### src/hdl/tkf_pkg.sv
// shared types, constants and the cordic arctangent table for the tilt filter
package tkf_pkg;

    localparam int STEP_W     = 5;
    localparam int ATAN_LEN   = 24;
    localparam int SQRT_STEPS = 16;
    localparam int DIV_STEPS  = 16;

    localparam logic signed [17:0] RIGHT_ANGLE = 18'sd23040;
    localparam logic signed [31:0] ANGLE_LIMIT = 32'sd46080;

    typedef enum logic [3:0] {
        S_IDLE, S_MUL, S_SQINIT, S_PRED, S_DENOM, S_SQRT, S_CINIT,
        S_CORDIC, S_DIV0, S_DIV, S_CMUL, S_CADD, S_DONE
    } t_state;

    typedef enum logic [2:0] {
        REG_X_OFF, REG_Y_OFF, REG_Z_OFF, REG_PERIOD, REG_GYRO_SD, REG_ACCEL_SD
    } t_reg_idx;

    typedef struct packed {
        logic              load;
        logic              mul;
        logic              sq_init;
        logic              pred;
        logic              denom;
        logic              sqrt_step;
        logic              c_init;
        logic              c_step;
        logic              div_init;
        logic              div_step;
        logic              c_mul;
        logic              c_add;
        logic              out_load;
        logic [STEP_W-1:0] step;
    } t_cmd;

    typedef struct packed {
        logic signed [12:0] x_off;
        logic signed [12:0] y_off;
        logic signed [12:0] z_off;
        logic [15:0]        period;
        logic [7:0]         gyro_sd;
        logic [7:0]         accel_sd;
    } t_cfg;

    // atan(2^-i) in 1/65536 degree
    function automatic logic [21:0] atan_deg16(input logic [STEP_W-1:0] i);
        logic [21:0] v;
        unique case (i)
            5'd0:    v = 22'd2949120;
            5'd1:    v = 22'd1740967;
            5'd2:    v = 22'd919879;
            5'd3:    v = 22'd466945;
            5'd4:    v = 22'd234379;
            5'd5:    v = 22'd117304;
            5'd6:    v = 22'd58666;
            5'd7:    v = 22'd29335;
            5'd8:    v = 22'd14668;
            5'd9:    v = 22'd7334;
            5'd10:   v = 22'd3667;
            5'd11:   v = 22'd1833;
            5'd12:   v = 22'd917;
            5'd13:   v = 22'd458;
            5'd14:   v = 22'd229;
            5'd15:   v = 22'd115;
            5'd16:   v = 22'd57;
            5'd17:   v = 22'd29;
            5'd18:   v = 22'd14;
            5'd19:   v = 22'd7;
            5'd20:   v = 22'd4;
            5'd21:   v = 22'd2;
            5'd22:   v = 22'd1;
            default: v = 22'd0;
        endcase
        return v;
    endfunction

endpackage

### src/hdl/tkf_ctrl.sv
// sequencer for the tilt filter: steps the datapath through one sample
module tkf_ctrl #(
    parameter int CORDIC_STAGES = 16
) (
    input  logic          i_clk,
    input  logic          i_rst_n,
    input  logic          i_in_valid,
    output logic          o_in_ready,
    output logic          o_out_valid,
    input  logic          i_out_ready,
    output tkf_pkg::t_cmd o_cmd
);

    localparam int NStage = (CORDIC_STAGES > tkf_pkg::ATAN_LEN) ? tkf_pkg::ATAN_LEN :
                            ((CORDIC_STAGES < 1) ? 1 : CORDIC_STAGES);

    tkf_pkg::t_state             r_state, n_state;
    logic [tkf_pkg::STEP_W-1:0]  r_cnt, n_cnt;
    logic                        r_out_valid, n_out_valid;

    always_ff @(posedge i_clk) begin
        if (!i_rst_n) begin
            r_state     <= tkf_pkg::S_IDLE;
            r_cnt       <= '0;
            r_out_valid <= 1'b0;
        end else begin
            r_state     <= n_state;
            r_cnt       <= n_cnt;
            r_out_valid <= n_out_valid;
        end
    end

    always_comb begin
        n_state     = r_state;
        n_cnt       = r_cnt;
        n_out_valid = r_out_valid;
        o_cmd       = '0;
        o_cmd.step  = r_cnt;
        o_in_ready  = (r_state == tkf_pkg::S_IDLE);
        if (r_out_valid && i_out_ready) begin
            n_out_valid = 1'b0;
        end
        unique case (r_state)
            tkf_pkg::S_IDLE: begin
                if (i_in_valid) begin
                    o_cmd.load = 1'b1;
                    n_state    = tkf_pkg::S_MUL;
                end
            end
            tkf_pkg::S_MUL: begin
                o_cmd.mul = 1'b1;
                n_state   = tkf_pkg::S_SQINIT;
            end
            tkf_pkg::S_SQINIT: begin
                o_cmd.sq_init = 1'b1;
                n_state       = tkf_pkg::S_PRED;
            end
            tkf_pkg::S_PRED: begin
                o_cmd.pred = 1'b1;
                n_state    = tkf_pkg::S_DENOM;
            end
            tkf_pkg::S_DENOM: begin
                o_cmd.denom = 1'b1;
                n_cnt       = '0;
                n_state     = tkf_pkg::S_SQRT;
            end
            tkf_pkg::S_SQRT: begin
                o_cmd.sqrt_step = 1'b1;
                if (r_cnt == tkf_pkg::STEP_W'(tkf_pkg::SQRT_STEPS - 1)) begin
                    n_cnt   = '0;
                    n_state = tkf_pkg::S_CINIT;
                end else begin
                    n_cnt = r_cnt + 1'b1;
                end
            end
            tkf_pkg::S_CINIT: begin
                o_cmd.c_init = 1'b1;
                n_cnt        = '0;
                n_state      = tkf_pkg::S_CORDIC;
            end
            tkf_pkg::S_CORDIC: begin
                o_cmd.c_step = 1'b1;
                if (r_cnt == tkf_pkg::STEP_W'(NStage - 1)) begin
                    n_cnt   = '0;
                    n_state = tkf_pkg::S_DIV0;
                end else begin
                    n_cnt = r_cnt + 1'b1;
                end
            end
            tkf_pkg::S_DIV0: begin
                o_cmd.div_init = 1'b1;
                n_cnt          = '0;
                n_state        = tkf_pkg::S_DIV;
            end
            tkf_pkg::S_DIV: begin
                o_cmd.div_step = 1'b1;
                if (r_cnt == tkf_pkg::STEP_W'(tkf_pkg::DIV_STEPS - 1)) begin
                    n_cnt   = '0;
                    n_state = tkf_pkg::S_CMUL;
                end else begin
                    n_cnt = r_cnt + 1'b1;
                end
            end
            tkf_pkg::S_CMUL: begin
                o_cmd.c_mul = 1'b1;
                n_state     = tkf_pkg::S_CADD;
            end
            tkf_pkg::S_CADD: begin
                o_cmd.c_add = 1'b1;
                n_state     = tkf_pkg::S_DONE;
            end
            tkf_pkg::S_DONE: begin
                if (!r_out_valid || i_out_ready) begin
                    o_cmd.out_load = 1'b1;
                    n_out_valid    = 1'b1;
                    n_state        = tkf_pkg::S_IDLE;
                end
            end
            default: begin
                n_state = tkf_pkg::S_IDLE;
            end
        endcase
    end

    assign o_out_valid = r_out_valid;

endmodule

### config.mk
export PLATFORM = sky130hd
export DESIGN_NAME = tkf_ctrl
export DESIGN_NICKNAME = d
export VERILOG_FILES = /design/src/hdl/tkf_pkg.sv /design/src/hdl/tkf_ctrl.sv
export SDC_FILE = /design/constraint.sdc
export NUM_CORES = 1
export LEC_CHECK = 0
export ABC_AREA = 1
export BUFFER_PORTS_ARGS = -buffer_cell sky130_fd_sc_hd__buf_2
export CORE_MARGIN = 2
export CORE_UTILIZATION = 37
export DETAILED_ROUTE_END_ITERATION = 8
export GPL_ROUTABILITY_DRIVEN = 0
export SYNTH_ARGS = -nofsm -noshare
export SYNTH_HDL_FRONTEND = slang
export SYNTH_SLANG_ARGS = --single-unit
### constraint.sdc
create_clock -name i_clk -period 3.5 [get_ports i_clk]
set_clock_uncertainty 0.1 [all_clocks]
set_input_delay 0.35 -clock i_clk [delete_from_list [all_inputs] [get_ports i_clk]]
set_output_delay 0.35 -clock i_clk [all_outputs]
set_load 0.02 [all_outputs]
# Yosys cells after proc, flatten, opt, wreduce, memory -nomap -nowiden
# Index checks and enable logic that the tools add are counted.
dict set report word_totals {
  reg_bits 10
  in_bits 4
  out_inout_bits 20
  wordCells 56
}
dict set report op_classes {
  addsub 1
  eq_ne 18
  n_mux 26
  reduce_logical 8
}
# operator n
set op_table {}
lappend op_table {{$pmux W4 S13} 1}
lappend op_table {{$eq A4 B4 Y1 const B} 5}
lappend op_table {{$mux W4} 5}
lappend op_table {{$mux W1} 18}
lappend op_table {{$eq A4 B3 Y1 const B} 4}
lappend op_table {{$ne A2 B2 Y1 const B} 5}
lappend op_table {{$pmux W5 S2} 1}
lappend op_table {{$eq A4 B2 Y1 const B} 2}
lappend op_table {{$reduce_or A3 Y1} 2}
lappend op_table {{$add A5 B1 Y5 const B} 1}
lappend op_table {{$eq A5 B4 Y1 const B} 1}
lappend op_table {{$mux W5} 1}
lappend op_table {{$reduce_and A5 Y1} 1}
lappend op_table {{$eq A4 B1 Y1 const B} 1}
lappend op_table {{$logic_not A4 Y1} 1}
lappend op_table {{$reduce_bool A2 Y1} 1}
lappend op_table {{$logic_and A1 B1 Y1} 1}
lappend op_table {{$logic_not A1 Y1} 1}
lappend op_table {{$logic_or A1 B1 Y1} 1}

# Longest topological paths before layout
dict set report logic_depth {
  ltp_word 4
  mapped_depth 9
  depth_no_buf 8
}

# Least setup slack after synthesis
# Ideal clock, no wire load.
dict set report synth_timing {
  path_type {register to output}
  start {register r_state[2]}
  end {output o_cmd[17] (netlist bit)}
  arrival_time_ns 1.129
  required_ns 3.050
  setup_slack_ns 1.921
  path_stages_with_launch 5
  path_buffers 1
  path_cell_list {dfxtp_1 -> buf_4 -> nor2_1 -> inv_1 -> nor3_1}
}
# item line_no
set synth_rtl {}
lappend synth_rtl {{start: declaration} tkf_ctrl.sv:17} ;# tkf_pkg::t_state r_state, n_state;
lappend synth_rtl {{start signal: assignment} tkf_ctrl.sv:23} ;# r_state <= tkf_pkg::S_IDLE;
lappend synth_rtl {{start signal: assignment} tkf_ctrl.sv:27} ;# r_state <= n_state;
lappend synth_rtl {{end: declaration} tkf_ctrl.sv:11} ;# output tkf_pkg::t_cmd o_cmd

==> impl_metrics.tcl <==
set metrics [dict create \
    status "completed" \
    cts_root_buf "clkbuf_4" \
    finalCritPeriodShare_pct 49.7 \
    r2r_cells 6 \
    ys_ff_latch 10 \
    internal-power_w 0.000307 \
    rrSetupSlack_ns 2.10 \
    r2r-end "r_state[3]$_SDFFE_PN0P_" \
    final_area_um2 803 \
    numCtsBuffers 3 \
    die_area_um2 2070 \
    clock-sinks 10 \
    die_x_um 45.5 \
    worst_slack_ns 1.76 \
    antenna_found_initial 0 \
    cts_hold_buffers 0 \
    irDropWorstVdd_v 0.000352 \
    final_util_pct 48.1 \
    start_kind "register" \
    drv_slew 0 \
    ys_warn_count 0 \
    syn-cell-area_um2 638 \
    antennaDiodeCount 0 \
    cts_tree "built" \
    power_frac_seq_pct 28.7 \
    viasPerCell 4.69 \
    wirelength_mm 1.36 \
    vias 676 \
    num_rows 15 \
    core-area_um2 1670 \
    leakage_nw 0.437 \
    cp-end-kind "output pin" \
    setup_tns_ns 0 \
    initial_core_util_pct 38.2 \
    r2r_start "r_cnt[0]$_SDFFE_PN0P_" \
    final_cell_mix "23 x buf_2, 18 x nor2_1, 15 x inv_1, 15 x nand2_1, 11 x nand3_1" \
    clk_pin_slew_worst_paths_ns 0.07 \
    slew-limit-headroom_pct 79.1 \
    chipHeight_um 45.5 \
    htree_levels 1 \
    mappedNetlistNets 106 \
    tightest_slew_ns 0.312 \
    drt_iter0_drc 5 \
    area_growth_pct 25.9 \
    switching_share_pct 49.3 \
    drive_gt1_share_pct 30.7 \
    power_density_nw_per_um2 755 \
    grt_start_max_net_pins 9 \
    dp_hpwl_mm 1.12 \
    numPortBuffers 23 \
    clockPowerShare_pct 17.1 \
    post-route-min-period_ns 1.74 \
    clockBufferDepth 2 \
    yosysUniqueCellTypes 18 \
    pre_cts_slack_ns 2.03 \
    combPwrFrac_pct 54.2 \
    cts_resized 0 \
    num_io_pins 24 \
    grt_first_pass_wirelength_mm 2.01 \
    synthCells 101 \
    drv_cap 0 \
    rsz0062_at_grt "false" \
    nFillCells 186 \
    wl_per_cell_um 9.46 \
    grt_use_total_pct 13.7 \
    postRouteAntennaNets 0 \
    placed_area_um2 767 \
    power_switching_w 0.000299 \
    yosysSeqAreaShare_pct 31.4 \
    post_cts_buffers 0 \
    hold_violations 0 \
    clkLatencyLatePin_ns 0.26 \
    crit_arrival_ns 1.29 \
    gr-total-overflow 0 \
    syn_area_per_cell_um2 6.32 \
    path_class "register to output pin" \
    fmax_mhz 574 \
    grt_pass1_vias 497 \
    critPathRequiredTime_ns 3.05 \
    cp-endpoint "o_cmd[5]" \
    hold_class "input pin to register" \
    cp_max_fo 8 \
    setup_viol 0 \
    finalNetCount 133 \
    crit_path_start "r_state[2]$_SDFFE_PN0P_" \
    drc 0 \
    first_pass_iters 4 \
    final_common_cell "buf_2" \
]
stage by stage:
| stage | std cells | hold WS (ns) | power, W |
|---|---|---|---|
| 2_1_floorplan | 101 | 0.348 | 0.000429 |
| 3_3_place_gp | 140 | 0.353 | 0.000507 |
| 3_5_place_dp | 140 | 0.361 | 0.000507 |
| 4_1_cts | 144 | 0.257 | 0.000611 |
| 5_1_grt | 144 | 0.269 | 0.000657 |
| 6_report | 144 | 0.251 | 0.000606 |
final cells by class:
cell class	instances	area [µm²]	share of cell area, %
clock buffers	4	36.3	4.52
flip-flops and latches	10	200	24.9
well taps	17	21.3	2.65
repair buffers	23	115	14.3
multi-input cells	72	363	45.2
inverters	18	67.6	8.41
worst min-delay path by stage:
stage                                      from                       to  cells past startpoint
final                               i_out_ready   o_out_valid$_SDFF_PN0_                      4
after global routing                    i_rst_n  r_state[0]$_SDFFE_PN0P_                      3
after CTS                           i_out_ready   o_out_valid$_SDFF_PN0_                      4
after detailed placement  r_cnt[4]$_SDFFE_PN0P_    r_cnt[4]$_SDFFE_PN0P_                      2
after global placement    r_cnt[4]$_SDFFE_PN0P_    r_cnt[4]$_SDFFE_PN0P_                      2
after floorplan                         i_rst_n  r_state[0]$_SDFFE_PN0P_                      2
per-layer routing:
layer	up-vias	GRT usage, %	wire, µm
met1	277	15.8	635
met2	22	23.1	617
met5	-	0	0
li1	372	-	-
met3	5	2.38	77
met4	0	8.82	31
sequential cells by signal, summed over array words and instances (netlist names):
signal / flops
o_out_valid: 1
r_state: 4
r_cnt: 5
cell usage after synthesis, drive strengths merged:
cell,number,area share (%)
a21oi,10,7.8
buf,1,1.2
dfxtp,10,31
ha,1,2.0
inv,18,11
nand2,20,15
nand3,11,8.6
nand4,1,0.98
nor2,22,16
nor3,2,1.6
o21ai,4,3.1
xnor2,1,1.4
cell families after synthesis:
| group | share of synthesized area (%) |
|---|---|
| fa+ha+maj | 1.96 |
| xor+xnor | 1.37 |
| simple gates | 42.5 |
| compound gates | 11.0 |
| buf+inv | 11.8 |
| flops | 31.4 |
power by group through the flow:
stage | logic [W] | registers (W) | clock network, W
3_5_place_dp | 0.000331 | 0.000176 | 0
2_1_floorplan | 0.000260 | 0.000168 | 0
6_report | 0.000329 | 0.000174 | 0.000104
5_1_grt | 0.000368 | 0.000179 | 0.000110
3_3_place_gp | 0.000331 | 0.000175 | 0
4_1_cts | 0.000333 | 0.000173 | 0.000105
worst max-delay path, cell delays in order, from the launching register on:
cell     delay (ns)
dfxtp_1        0.50
nand2_1        0.14
inv_1          0.09
nand2_1        0.06
nor2_1         0.08
buf_2          0.16
(Power assumes the default switching activity.)
